<file path="config.mk">
export PLATFORM = sky130hd
export DESIGN_NAME = flash_erase_sector_planner
export DESIGN_NICKNAME = d
export VERILOG_FILES = /design/src/hw/rtl/fesp_pkg.sv /design/src/hw/rtl/fesp_front.sv /design/src/hw/rtl/fesp_queue.sv /design/src/hw/rtl/fesp_back.sv /design/src/hw/rtl/flash_erase_sector_planner.sv
export SDC_FILE = /design/constraint.sdc
export NUM_CORES = 1
export LEC_CHECK = 0
export BUFFER_PORTS_ARGS = -buffer_cell sky130_fd_sc_hd__buf_4
export CORE_MARGIN = 4
export CORE_UTILIZATION = 41
export DETAILED_ROUTE_END_ITERATION = 10
export PLACE_DENSITY = 0.66
export SYNTH_ARGS = -nofsm -noshare
export SYNTH_HDL_FRONTEND = slang
export SYNTH_HIERARCHICAL = 1
export SYNTH_SLANG_ARGS = --single-unit
</file>
<file path="constraint.sdc">
create_clock -name i_clk -period 5 [get_ports i_clk]
set_input_delay 0.75 -clock i_clk [delete_from_list [all_inputs] [get_ports i_clk]]
set_output_delay 0.75 -clock i_clk [all_outputs]
set_load 0.03 [all_outputs]
</file>
<file path="src/hw/rtl/fesp_pkg.sv">
// Package: word types, command type, and flash sector layout for the erase planner.
package fesp_pkg;

    localparam logic [31:0] APP_BASE  = 32'h0800_8000;
    localparam logic [31:0] FLASH_TOP = 32'h0810_0000;

    localparam int unsigned SLOT_COUNT  = 10;
    localparam logic [3:0]  SECTOR_BASE = 4'd2;
    localparam logic [3:0]  SECTOR_NONE = 4'd0;

    // End boundary (exclusive) of sectors 2..11, indexed by sector - 2.
    localparam logic [31:0] SECTOR_LIMIT [SLOT_COUNT] = '{
        32'h0800_C000, 32'h0801_0000, 32'h0802_0000, 32'h0804_0000, 32'h0806_0000,
        32'h0808_0000, 32'h080A_0000, 32'h080C_0000, 32'h080E_0000, 32'h0810_0000
    };

    typedef struct packed {
        logic [31:0] start_address;
        logic [31:0] byte_length;
    } t_req;

    typedef struct packed {
        logic [3:0] sector_number;
        logic       range_error;
        logic       last_of_run;
    } t_res;

    // Classified request handed from front to back.
    typedef struct packed {
        logic       err;
        logic [3:0] first_sector;
        logic [3:0] last_sector;
    } t_cmd;

    // Sector number holding addr; addr is known to lie inside the application area.
    function automatic logic [3:0] sector_of(input logic [31:0] addr);
        logic [3:0] sec;
        sec = SECTOR_BASE + 4'(SLOT_COUNT - 1);
        for (int i = SLOT_COUNT - 2; i >= 0; i--) begin
            if (addr < SECTOR_LIMIT[i]) begin
                sec = SECTOR_BASE + 4'(i);
            end
        end
        return sec;
    endfunction

endpackage

</file>
<file path="src/hw/rtl/fesp_front.sv">
// Front end: accept a request word, range-check it, and turn it into a sector span.
module fesp_front
    import fesp_pkg::*;
(
    input  logic i_clk,
    input  logic i_rst_n,
    input  logic i_valid,
    output logic o_ready,
    input  t_req i_req,
    output logic o_push,
    input  logic i_full,
    output t_cmd o_cmd
);

    logic        r_valid;
    t_req        r_req;
    logic        n_valid;
    logic        bad;
    logic [31:0] room;
    logic [31:0] last_byte;

    assign o_push  = r_valid && !i_full;
    assign o_ready = !r_valid || !i_full;

    always_comb begin
        room      = FLASH_TOP - r_req.start_address;
        last_byte = r_req.start_address + (r_req.byte_length - 32'd1);
        bad       = (r_req.byte_length == 32'd0) || (r_req.start_address < APP_BASE) ||
                    (r_req.start_address >= FLASH_TOP) || (r_req.byte_length > room);
        o_cmd.err          = bad;
        o_cmd.first_sector = sector_of(r_req.start_address);
        o_cmd.last_sector  = sector_of(last_byte);
    end

    always_comb begin
        n_valid = r_valid;
        if (o_push) begin
            n_valid = 1'b0;
        end
        if (i_valid && o_ready) begin
            n_valid = 1'b1;
        end
    end

    always_ff @(posedge i_clk) begin
        if (!i_rst_n) begin
            r_valid <= 1'b0;
        end else begin
            r_valid <= n_valid;
        end
        if (i_valid && o_ready) begin
            r_req <= i_req;
        end
    end

endmodule

</file>
<file path="src/hw/rtl/fesp_queue.sv">
// Short command queue between front and back.
module fesp_queue
    import fesp_pkg::*;
#(
    parameter int unsigned DEPTH = 2
) (
    input  logic i_clk,
    input  logic i_rst_n,
    input  logic i_push,
    input  t_cmd i_cmd,
    output logic o_full,
    input  logic i_pop,
    output logic o_nempty,
    output t_cmd o_cmd
);

    localparam int unsigned AW = (DEPTH > 1) ? $clog2(DEPTH) : 1;
    localparam int unsigned CW = $clog2(DEPTH + 1);

    t_cmd          r_mem [DEPTH];
    logic [AW-1:0] r_wr;
    logic [AW-1:0] r_rd;
    logic [CW-1:0] r_cnt;

    assign o_full   = (r_cnt == CW'(DEPTH));
    assign o_nempty = (r_cnt != '0);
    assign o_cmd    = r_mem[r_rd];

    always_ff @(posedge i_clk) begin
        if (!i_rst_n) begin
            r_wr  <= '0;
            r_rd  <= '0;
            r_cnt <= '0;
        end else begin
            if (i_push) begin
                r_wr <= (r_wr == AW'(DEPTH - 1)) ? '0 : r_wr + 1'b1;
            end
            if (i_pop) begin
                r_rd <= (r_rd == AW'(DEPTH - 1)) ? '0 : r_rd + 1'b1;
            end
            if (i_push && !i_pop) begin
                r_cnt <= r_cnt + 1'b1;
            end else if (!i_push && i_pop) begin
                r_cnt <= r_cnt - 1'b1;
            end
        end
        if (i_push) begin
            r_mem[r_wr] <= i_cmd;
        end
    end

endmodule

</file>
<file path="src/hw/rtl/fesp_back.sv">
// Back end: walk a sector span and drive result words through an output register.
module fesp_back
    import fesp_pkg::*;
(
    input  logic i_clk,
    input  logic i_rst_n,
    input  logic i_nempty,
    input  t_cmd i_cmd,
    output logic o_pop,
    output logic o_valid,
    input  logic i_ready,
    output t_res o_res
);

    logic       r_busy;
    logic       r_err;
    logic [3:0] r_cur;
    logic [3:0] r_last;
    logic       r_out_valid;
    t_res       r_out;
    logic       can_load;
    logic       emit;
    logic       final_word;

    assign can_load   = !r_out_valid || i_ready;
    assign emit       = r_busy && can_load;
    assign o_pop      = !r_busy && i_nempty;
    assign final_word = r_err || (r_cur == r_last);
    assign o_valid    = r_out_valid;
    assign o_res      = r_out;

    always_ff @(posedge i_clk) begin
        if (!i_rst_n) begin
            r_busy      <= 1'b0;
            r_out_valid <= 1'b0;
        end else begin
            if (o_pop) begin
                r_busy <= 1'b1;
            end else if (emit && final_word) begin
                r_busy <= 1'b0;
            end
            if (emit) begin
                r_out_valid <= 1'b1;
            end else if (i_ready) begin
                r_out_valid <= 1'b0;
            end
        end
        if (o_pop) begin
            r_err  <= i_cmd.err;
            r_cur  <= i_cmd.first_sector;
            r_last <= i_cmd.last_sector;
        end else if (emit) begin
            r_cur <= r_cur + 4'd1;
        end
        if (emit) begin
            r_out.sector_number <= r_err ? SECTOR_NONE : r_cur;
            r_out.range_error   <= r_err;
            r_out.last_of_run   <= final_word;
        end
    end

endmodule

</file>
<file path="src/hw/rtl/flash_erase_sector_planner.sv">
// Top level: flash erase sector planner, front end, command queue and back end.
//
//   channel   dir   handshake            word
//   request   in    i_valid / o_ready    i_req : t_req (start_address, byte_length)
//   result    out   o_valid / i_ready    o_res : t_res (sector_number, range_error,
//                                                      last_of_run)
//
// A request that touches n sectors gives n result words at one per cycle while i_ready
// is high; a rejected request gives one word. The back end loads each command from the
// queue before it walks it and takes no new command until it has emitted the last word
// of the current one; the first word passes queue write, back-end load and output register.
// Reset (synchronous, active low) empties the input register, queue and output
// register. Either side may stall on its own: the queue lets the front keep taking
// requests while the back end waits on i_ready.
module flash_erase_sector_planner
    import fesp_pkg::*;
#(
    parameter int unsigned QUEUE_DEPTH = 2
) (
    input  logic i_clk,
    input  logic i_rst_n,
    input  logic i_valid,
    output logic o_ready,
    input  t_req i_req,
    output logic o_valid,
    input  logic i_ready,
    output t_res o_res
);

    logic push;
    logic pop;
    logic full;
    logic nempty;
    t_cmd front_cmd;
    t_cmd queue_cmd;

    // Classify the request: range check, first and last sector.
    fesp_front u_front (
        .i_clk   (i_clk),
        .i_rst_n (i_rst_n),
        .i_valid (i_valid),
        .o_ready (o_ready),
        .i_req   (i_req),
        .o_push  (push),
        .i_full  (full),
        .o_cmd   (front_cmd)
    );

    // Hold classified commands until the back end is free.
    fesp_queue #(
        .DEPTH (QUEUE_DEPTH)
    ) u_queue (
        .i_clk    (i_clk),
        .i_rst_n  (i_rst_n),
        .i_push   (push),
        .i_cmd    (front_cmd),
        .o_full   (full),
        .i_pop    (pop),
        .o_nempty (nempty),
        .o_cmd    (queue_cmd)
    );

    // Advance through the span, one sector word per cycle while the output is not stalled.
    fesp_back u_back (
        .i_clk    (i_clk),
        .i_rst_n  (i_rst_n),
        .i_nempty (nempty),
        .i_cmd    (queue_cmd),
        .o_pop    (pop),
        .o_valid  (o_valid),
        .i_ready  (i_ready),
        .o_res    (o_res)
    );

    // Error words carry no sector and always close their request.
    a_err_word: assert property (@(posedge i_clk) disable iff (!i_rst_n)
        o_valid && o_res.range_error |->
            o_res.sector_number == SECTOR_NONE && o_res.last_of_run)
        else $error("error word malformed");

    // Normal words name a sector from 2 to 11.
    a_sector_range: assert property (@(posedge i_clk) disable iff (!i_rst_n)
        o_valid && !o_res.range_error |->
            o_res.sector_number >= SECTOR_BASE && o_res.sector_number <= 4'd11)
        else $error("sector out of range");

    // Within a run, the next word follows at once with the next sector.
    a_walk_step: assert property (@(posedge i_clk) disable iff (!i_rst_n)
        o_valid && i_ready && !o_res.last_of_run |=>
            o_valid && !o_res.range_error &&
            o_res.sector_number == $past(o_res.sector_number) + 4'd1)
        else $error("sector walk broken");

endmodule

</file>
==> summary.md, run 1 <==
| Metric | Value |
|---|---|
| Outcome | finished, final reports clean |
| RD Place Congestion | 0.876 |
| Synth async-reset ratio | 0 |
| Syn. warnings | 6 |
| Post-synth EDFFs | 97 |
| Antenna Nets Post-Route | 0 |
| # hold bufs at CTS | 0 |
| Avg Cell Area, Syn | 10.0 sq um |
| Post-synthesis mux area share | 0.0157 |
| CP arrival | 4130 ps |
| Die area | 19700 sq um |
| Share of layout cells above drive strength 1 | 0.152 |
| Clk_lat worst skew | 360 ps |
| Setup Total Neg Slack | 0 ps |
| Initial Util | 0.417 |
| Simple-Gate Fraction of Synth Area | 0.145 |
| Max Clock Freq | 247 MHz |
| I/O pin count | 76 |
| Final min period | 4060 ps |
| Largest net degree at the start of global routing | 65 |
| Area Overhead vs Synth | 15.9% |
| Site Rows | 48 |
| Post-DP HPWL | 11000 um |
| Worst path max stage delay | 470 ps |
| Gr ovfl total | 0 |
| Critical path, cell by cell | inv_2, nand4_1, or3_1, or3_1, nor3_1, nand2b_1, nand3_1, o21ai_2, nand3_1, xnor2_1, ha_1, nand4_1, nor3_1, nand3_1, nor4_1, a31oi_1 |
| Reg-to-reg setup timing slack | 940 ps |
| Worst path most repeated cell | nand3_1 |
| Die W | 140 um |
| Final setup fails | 0 |
| Final worst slack | 944 ps |
| Max clock buf depth | 2 |
| Register area share after synthesis | 0.428 |
| Max FO, Critical Path | 5 |
| Largest family of logic cells by synthesized area | adder cells |
| Post-CTS Setup Inserts | 0 |
| Synth Area in XOR/XNOR | 0.0609 |
| Cell variety after synth | 66 |
| Max-cap violations | 0 |
| Final #Nets | 962 |
| Hold slack | 486 ps |
| Worst slew margin | 0.397 |
| Via/cell ratio | 4.98 |
| Post-CTS sizing | 0 |
| Fin Clk Skew | 7.18 ps |
| Setup WS pre-CTS | 1000 ps |
| Compound-gate portion of the synthesized area | 0.111 |
| Clk root buf | clkbuf_16 |
| Port buffer count | 75 |
| Req. time, crit path | 5070 ps |
| Tightest Pin Transition | 903 ps |
| Hold Crit Class | reg -> reg |
| Post-synthesis register bit count | 105 |
| Total vias in the final route | 5120 |
| First drt pass iteration count | 4 |
| CTS tree | yes |
| Core area | 17200 sq um |
| Critical path class | reg -> reg |
| H-tree Lvls | 3 |
| Die Span Y | 140 um |
| Dominant synthesized flop cell | edfxtp_1 |
| Max VDD drop | 199 uV |
| Syn Inst Count | 717 |
| Diode count | 0 |
| Routed len/inst | 13.4 um |
| Tot GR Track Use | 0.147 |
| Antenna violations before repair | 0 |
| Cell area power density | 346 nW/um^2 |
| Leakage | 3.53 nW |
| Clk sinks | 105 |
| Syn Nets | 880 |
| DR iter-0 viols | 299 |
| Final wirelength | 13800 um |
| Startpoint Class | flip-flop |
| Setup crit end kind | flip-flop |
| Num CTS Buffers | 9 |
| Adder-cell share of the synthesized area | 0.165 |
| CTS clk-pin slew, worst paths | 80 ps |
| Most common cell after layout, fill and taps aside | inv_1 |
| Fin. max-slew vios | 0 |
| Cell Area, Synth | 7190 sq um |
| Fillers | 1606 |
| Final Hold Vio Count | 0 |
| Tcrit/Tclk final | 0.811 |
| RSZ-0062 raised after global routing | false |
| # DRC | 0 |
| Slowest CP cell | edfxtp_1 |
| Commonest non-fill, non-tap cells in the layout | inv_1, edfxtp_1, ha_1 |
| First-pass GRT wire length | 23600 um |
| Number of global-route vias before repair | 5034 |
-- metal layers --
| layer | GRT usage | vias to the layer above | routed length, um |
|---|---|---|---|
| met1 | 0.208 | 2324 | 6860 |
| met3 | 0.0256 | 12 | 647 |
| met2 | 0.230 | 91 | 6070 |
| met5 | 0 | - | 0 |
| met4 | 0.0474 | 0 | 189 |
| li1 | - | 2693 | - |
-- power breakdown --
| part | leakage [nW] | internal (W) | total (W) | switching (W) |
|---|---|---|---|---|
| clock network | 0.154 | 0.000399 | 0.000739 | 0.000340 |
| logic | 2.42 | 0.000416 | 0.000939 | 0.000523 |
| registers | 0.957 | 0.00111 | 0.00120 | 0.0000922 |
-- synth_stat cells, drive strengths merged (12+ instances only) --
library cell	count	share of area
nor4	18	0.017
nor2b	17	0.015
a21oi	38	0.027
ha	95	0.17
xor2	12	0.015
edfxtp	97	0.41
inv	135	0.071
nand4	15	0.014
nor2	30	0.016
nor3	17	0.013
o21ai	32	0.023
xnor2	38	0.046
nand3	17	0.012
nand2	41	0.021
-- per-stage QoR --
stage | utilization | std cells | area (sq um) | power [W]
after floorplan | - | 717 | 7190 | 0.00193
after global placement | 0.465 | 1013 | 8010 | 0.00215
after detailed placement | 0.465 | 1013 | 8010 | 0.00216
after CTS | 0.483 | 1029 | 8330 | 0.00291
after global routing | 0.483 | 1029 | 8330 | 0.00309
final | 0.483 | 1029 | 8330 | 0.00288
-- cells by family after synthesis --
| family | Yosys count |
|---|---|
| compound gates | 123 |
| xor+xnor | 50 |
| fa+ha+maj | 95 |
| buf+inv | 141 |
| flops | 105 |
| mux | 10 |
| simple gates | 193 |
-- sequential cells by signal (all words and copies together), names as in the netlist, 2 cells and up, named ones only --
| register | count |
|---|---|
| u_front/r_req | 64 |
| u_queue/r_mem | 18 |
| u_back/o_res | 6 |
| u_back/r_last | 4 |
| u_queue/r_cnt | 2 |
| u_back/r_cur | 4 |
-- worst max-delay path: cells and delay by family, from the launching register on --
family	cells	cell delay [ps]
buf+inv	1	90
xor+xnor	1	140
flops	1	470
fa+ha+maj	1	300
compound gates	2	330
simple gates	11	2440
-- worst paths after layout --
| kind | to | depth (start not counted) | startpoint |
|---|---|---|---|
| min reg2reg | u_back/o_valid$_SDFFE_PN0P_ | 2 | u_back/r_busy$_SDFFE_PN0P_ |
| min | u_back/o_valid$_SDFFE_PN0P_ | 2 | u_back/r_busy$_SDFFE_PN0P_ |
| max | u_queue/r_mem[1][8]$_DFFE_PP_ | 16 | u_front/r_req[38]$_DFFE_PP_ |
| max reg2reg | u_queue/r_mem[1][8]$_DFFE_PP_ | 16 | u_front/r_req[38]$_DFFE_PP_ |
-- layout make-up --
class	count	area, sq um	share of cell area
clock buffers	9	225	0.0270
clock inverters	7	87.6	0.0105
inverters	136	510	0.0613
multi-input cells	471	3580	0.430
flip-flops and latches	105	3070	0.369
well taps	225	282	0.0338
repair buffers	76	571	0.0685
Note: power is estimated with default switching activity, not from simulation.
==> run 2, diff against run 1 <==
clock period = 4.1 ns   (was 5 ns; I/O delays follow)
==> run 2 against run 1 <==
Net effect: clock skew grew 1.2 ps; sequential share of layout area shrank 0.17 points; non-clock buffer count grew 7; hold slack lost 53 ps; final area grew 0.45%; final cell count grew 0.68%; register-to-register slack lost 800 ps; critical endpoint unchanged; largest power group unchanged; highest routed layer unchanged.
==> summary.md, run 2 (synthesis gave the netlist of run 1 again) <==
| Metric | Value |
|---|---|
| H-tree Lvls | 3 |
| Via/cell ratio | 5.03 |
| Critical path, cell by cell | inv_2, nand4_1, or3_4, or3_1, nor3_2, nand2b_1, nand3_1, o31ai_1, o21ai_1, ha_1, nor2b_1, o21ai_0, nand2b_1, a21oi_1, nor2b_1, o211ai_1, a31oi_1 |
| Diode count | 0 |
| Clk_lat worst skew | 350 ps |
| Reg-to-reg setup timing slack | 140 ps |
| Final wirelength | 14100 um |
| Max reg flops | 64 |
| Core area | 17200 sq um |
| Final #Nets | 969 |
| Seq pwr share | 0.429 |
| Top flop regs | u_front/r_req x64, u_queue/r_mem x18, u_back/o_res x6 |
| Placed Cells | 1018 |
| Gr ovfl total | 0 |
| First drt pass iteration count | 5 |
| Num CTS Buffers | 9 |
| Max Clock Freq | 253 MHz |
| Fin Clk Skew | 8.38 ps |
| Final setup fails | 0 |
| Tightest Pin Transition | 857 ps |
| I/O pin count | 76 |
| DR iter-0 viols | 284 |
| Fin cells | 1036 |
| Req. time, crit path | 4170 ps |
| Critical path class | reg -> reg |
| Setup Total Neg Slack | 0 ps |
| Max clock buf depth | 2 |
| Area Overhead vs Synth | 16.4% |
| Hold Crit Class | in -> reg |
| Slowest CP cell | edfxtp_1 |
| Die Span Y | 140 um |
| Setup crit end kind | flip-flop |
| Worst path max stage delay | 460 ps |
| Initial Util | 0.417 |
| Routed len/inst | 13.6 um |
| Clock share of power | 0.234 |
| Clk root buf | clkbuf_16 |
| Fin. max-slew vios | 0 |
| CTS clk-pin slew, worst paths | 70 ps |
| Die W | 140 um |
| Site Rows | 48 |
| Combinational power share | 0.337 |
| First-pass GRT wire length | 24100 um |
| Max FO, Critical Path | 5 |
| Number of global-route vias before repair | 5162 |
| Tcrit/Tclk final | 0.965 |
| Antenna Nets Post-Route | 0 |
| Power Internal | 0.00228 W |
| Antenna violations before repair | 0 |
| # DRC | 0 |
| Total chip power | 0.00343 W |
| Share of layout cells above drive strength 1 | 0.163 |
| Sw power | 0.00115 W |
| Leakage | 3.53 nW |
| Net Sw Frac | 0.335 |
| Startpoint Class | flip-flop |
| CP arrival | 4030 ps |
| Outcome | finished, final reports clean |
| Port buffer count | 75 |
| Worst slew margin | 0.427 |
| Largest net degree at the start of global routing | 65 |
| Final min period | 3960 ps |
| CTS tree | yes |
| Total vias in the final route | 5215 |
| Clk sinks | 105 |
| Max VDD drop | 222 uV |
| CP bufs+invs | 1 |
| Cell area power density | 410 nW/um^2 |
| Max-cap violations | 0 |
| Commonest non-fill, non-tap cells in the layout | inv_1, edfxtp_1, ha_1 |
| Die area | 19700 sq um |
| Most flops, register | u_front/r_req |
| Fillers | 1588 |
| Final Hold Vio Count | 0 |
| Post-DP HPWL | 11200 um |
| CP top delay family | simple AND/OR/NAND/NOR gates |
| Most common cell after layout, fill and taps aside | inv_1 |
| RD Place Congestion | 0.913 |
| RSZ-0062 raised after global routing | false |
| Tot GR Track Use | 0.149 |
[run 2: cell types whose count changed in the layout (fill, tap and decap cells not counted), moves of 2 or more]
cell	change
clkinv_4	-4
inv_8	-2
clkinvlp_4	+3
clkbuf_1	+2
nor3_1	-2
buf_4	+7
nor3_2	+2
inv_6	+2
[run 2: worst paths after layout]
kind                               startpoint  cells after the start                       endpoint
setup / recovery  u_front/r_req[38]$_DFFE_PP_                     17  u_queue/r_mem[1][8]$_DFFE_PP_
hold / removal                       i_req[9]                      1     u_front/r_req[9]$_DFFE_PP_
setup reg to reg  u_front/r_req[38]$_DFFE_PP_                     17  u_queue/r_mem[1][8]$_DFFE_PP_
hold reg to reg    u_back/r_busy$_SDFFE_PN0P_                      2    u_back/o_valid$_SDFFE_PN0P_
[run 2: cell type report]
cell class | count | area [sq um] | area share
Multi-Input combinational cell | 471 | 3600 | 0.431
Sequential cell | 105 | 3070 | 0.367
Timing Repair Buffer | 83 | 623 | 0.0745
Inverter | 136 | 510 | 0.0610
Tap cell | 225 | 282 | 0.0337
Clock buffer | 11 | 233 | 0.0278
Clock inverter | 5 | 40.0 | 0.00479
[run 2: repair_timing]
action,4_1_cts,5_1_grt
resized for setup,0,6
hold buffers,0,0
setup endpoints to repair,0,2
buffers inserted,0,2
[run 2: power groups by stage]
stage | Clock, W | Sequential (W) | Combinational, W
after floorplan | 0 | 0.00148 | 0.000864
after global placement | 0 | 0.00149 | 0.00113
after detailed placement | 0 | 0.00149 | 0.00114
after CTS | 0.000832 | 0.00147 | 0.00115
after global routing | 0.000882 | 0.00149 | 0.00131
final | 0.000803 | 0.00147 | 0.00115
[run 2: worst register-to-register path, delay by kind of cell (launching register included)]
kind	cells	cell delay, ps
flops	1	460
simple gates	9	1820
buf+inv	1	100
fa+ha+maj	1	300
compound gates	6	1000
[run 2: metrics by stage]
stage | worst slack [ps] | hold WS (ps) | utilization | cell area (sq um)
2_1_floorplan | 492 | 448 | - | 7190
3_3_place_gp | 228 | 464 | 0.467 | 8050
3_5_place_dp | 116 | 481 | 0.467 | 8050
4_1_cts | 82.7 | 419 | 0.483 | 8320
5_1_grt | 2.28 | 420 | 0.485 | 8360
6_report | 144 | 433 | 0.485 | 8360
[run 2: routing by layer]
metal / track usage / up-vias / share of wire
met5: 0 / - / 0
met4: 0.0541 / 0 / 0.019
met3: 0.0208 / 23 / 0.039
met2: 0.233 / 108 / 0.44
met1: 0.212 / 2383 / 0.50
li1: - / 2701 / -
==> run 3, diff against run 2 <==
ABC_AREA = 1   (was not set)
CORE_UTILIZATION = 61   (was 41)
PLACE_DENSITY = 0.88   (was 0.66)
SLEW_MARGIN = 20   (was not set)
==> run 3 against run 2 <==
Net effect: worst setup slack better by 230 ps; clock skew up 3.9 ps; critical path type unchanged; first-iteration DRC count up 65%; highest routed layer unchanged.
==> summary.md, run 3 <==
| Metric | Value |
|---|---|
| Gr ovfl total | 0 |
| Synth top area share | 0.340 |
| Initial Util | 0.619 |
| First-pass GRT wire length | 31500 um |
| Syn Nets | 1311 |
| Register area share after synthesis | 0.359 |
| Via/cell ratio | 5.12 |
| Setup crit end kind | flip-flop |
| Post-synthesis register bit count | 105 |
| CTS clk-pin slew, worst paths | 80 ps |
| Leakage | 5.11 nW |
| Multi-input gate area | 4380 sq um |
| Antenna violations before repair | 0 |
| Final #Nets | 1396 |
| Final wirelength | 18700 um |
| Largest family of logic cells by synthesized area | simple AND/OR/NAND/NOR gates |
| Final setup fails | 0 |
| Port buffer count | 75 |
| Die area | 16000 sq um |
| # hold bufs at CTS | 0 |
| Post-synthesis mux area share | 0.0118 |
| Syn. warnings | 6 |
| Syn Inst Count | 1148 |
| Max clock buf depth | 2 |
| Cell area power density | 415 nW/um^2 |
| Dominant synthesized flop cell | edfxtp_1 |
| Area post-placement | 9350 sq um |
| Fin. max-slew vios | 0 |
| Top flop regs | u_front/r_req x64, u_queue/r_mem x18, u_back/o_res x6 |
| Area Overhead vs Synth | 12.6% |
| Final min period | 3730 ps |
| Core area | 13800 sq um |
| Num CTS Buffers | 9 |
| Simple-Gate Fraction of Synth Area | 0.276 |
| Antenna Nets Post-Route | 0 |
| Number of global-route vias before repair | 6963 |
| Critical path class | reg -> reg |
| Share of layout cells above drive strength 1 | 0.126 |
| Hold Crit Class | in -> reg |
| Largest net degree at the start of global routing | 65 |
| H-tree Lvls | 3 |
| Cell variety after synth | 45 |
| Die W | 126 um |
| I/O pin count | 76 |
| Commonest non-fill, non-tap cells in the layout | nand2_1, inv_1, edfxtp_1 |
| Worst path most repeated cell | nand2_1 |
| Most common cell after layout, fill and taps aside | nand2_1 |
| Final Hold Vio Count | 0 |
| Tightest Pin Transition | 851 ps |
| Fin Clk Skew | 12.3 ps |
| Critical path, cell by cell | inv_1, ha_1, nand3_1, nor2_2, nand4_2, nor2_2, nand3_2, o21ai_2, nand2_2, o21ai_2, nand2_1, xor2_1, ha_1, nand2_1, nor2_1, nand4_1, nor4_1, nand2_1, nand2_1, nand2_1 |
| Synth Area in XOR/XNOR | 0.0368 |
| Post-synth EDFFs | 97 |
| Tcrit/Tclk final | 0.909 |
| # DRC | 0 |
| Fillers | 1110 |
| Clk root buf | clkbuf_16 |
| Most flops, register | u_front/r_req |
| Cell Area, Synth | 8560 sq um |
| Total vias in the final route | 7260 |
| Setup Total Neg Slack | 0 ps |
| Outcome | finished, final reports clean |
| Most frequent cells after synthesis | nand2_1, inv_1, edfxtp_1 |
| Routed len/inst | 13.2 um |
| DR iter-0 viols | 468 |
| Synth async-reset ratio | 0 |
| Req. time, crit path | 4200 ps |
| Clk_lat worst skew | 360 ps |
| Post-CTS Setup Inserts | 0 |
| Synth area leader | edfxtp_1 |
| Adder-cell share of the synthesized area | 0.139 |
| Post-CTS sizing | 0 |
| Largest cells by area after synthesis | edfxtp_1, nand2_1, ha_1, inv_1, nor2_1 |
| Setup crit start | u_front/r_req[32]$_DFFE_PP_ |
| Die Span Y | 126 um |
| Max reg flops | 64 |
| Post-route cell area | 9640 sq um |
| Startpoint Class | flip-flop |
| Tot GR Track Use | 0.241 |
| Compound-gate portion of the synthesized area | 0.0463 |
| Max-cap violations | 0 |
| Reg-to-Reg Start | u_front/r_req[32]$_DFFE_PP_ |
| Clk sinks | 105 |
| First drt pass iteration count | 5 |
| CP arrival | 3820 ps |
| Max FO, Critical Path | 3 |
| Worst slew margin | 0.430 |
| Avg Cell Area, Syn | 7.46 sq um |
| RSZ-0062 raised after global routing | false |
| Site Rows | 43 |
| Max Clock Freq | 268 MHz |
| FF+latch area | 3070 sq um |
| RD Place Congestion | 0.926 |
| Hold Startpoint | i_req[28] |
| Post-DP HPWL | 15400 um |
| Max VDD drop | 288 uV |
| CTS tree | yes |
| Most common cell in the synthesized netlist | nand2_1 |
| Slowest CP cell | edfxtp_1 |
| Diode count | 0 |
| Worst path max stage delay | 430 ps |
## run 3: cell count changes in the layout (fill, tap and decap cells not counted), sizes merged, moves of 13 or more
cell,before,now
inv,137,298
nand2,41,344
nand3,17,49
nor2,30,101
nor2b,17,0
nor4,18,5
xnor2,38,2
xor2,12,34
## run 3: routing by layer
layer / up-vias / track usage / share of wire
li1: 3746 / - / -
met1: 3240 / 0.312 / 0.44
met2: 240 / 0.413 / 0.48
met3: 34 / 0.0383 / 0.065
met4: 0 / 0.0782 / 0.021
met5: - / 0 / 0
## run 3: area by class of cell
type,count,area share
clock buffers,9,0.0234
well taps,180,0.0234
flip-flops and latches,105,0.319
repair buffers,76,0.0592
inverters,293,0.114
clock inverters,7,0.00701
multi-input cells,748,0.454
## run 3: final timing paths
check / slack (ps) / to / cells past startpoint
hold reg to reg: 510 / u_back/o_valid$_SDFFE_PN0P_ / 2
hold / removal: 430 / u_front/r_req[28]$_DFFE_PP_ / 1
setup reg to reg: 370 / u_queue/r_mem[1][8]$_DFFE_PP_ / 20
setup / recovery: 370 / u_queue/r_mem[1][8]$_DFFE_PP_ / 20
## run 3: cells by family after synthesis
kind of cell               count (synthesis)
buffers and inverters                    295
AOI/OAI and AO/OA                         67
muxes                                      9
xor gates and xnor gates                  36
and+or+nand+nor                          541
adders and majority gates                 95
DFF                                      105
## run 3: critical path: cells and delay by family (launching register included)
kind | cells | cell delay [ps]
AOI/OAI and AO/OA | 2 | 340
xor gates and xnor gates | 1 | 140
adders and majority gates | 2 | 480
buffers and inverters | 1 | 120
DFF | 1 | 430
and+or+nand+nor | 14 | 1950
## run 3: through the flow
stage,worst slack [ps],hold slack [ps],cells,power [W],utilization
4_1_cts,427,414,1418,0.00400,0.697
6_report,375,426,1418,0.00400,0.697
3_3_place_gp,647,489,1402,0.00305,0.676
2_1_floorplan,920,466,1148,0.00271,-
5_1_grt,110,410,1418,0.00432,0.697
3_5_place_dp,476,501,1402,0.00312,0.676
## run 3: power breakdown
group	switching (W)	leakage, nW	internal, W
combinational	0.00105	3.99	0.000577
sequential	0.000124	0.967	0.00138
clock	0.000433	0.148	0.000433
total	0.00161	5.11	0.00239
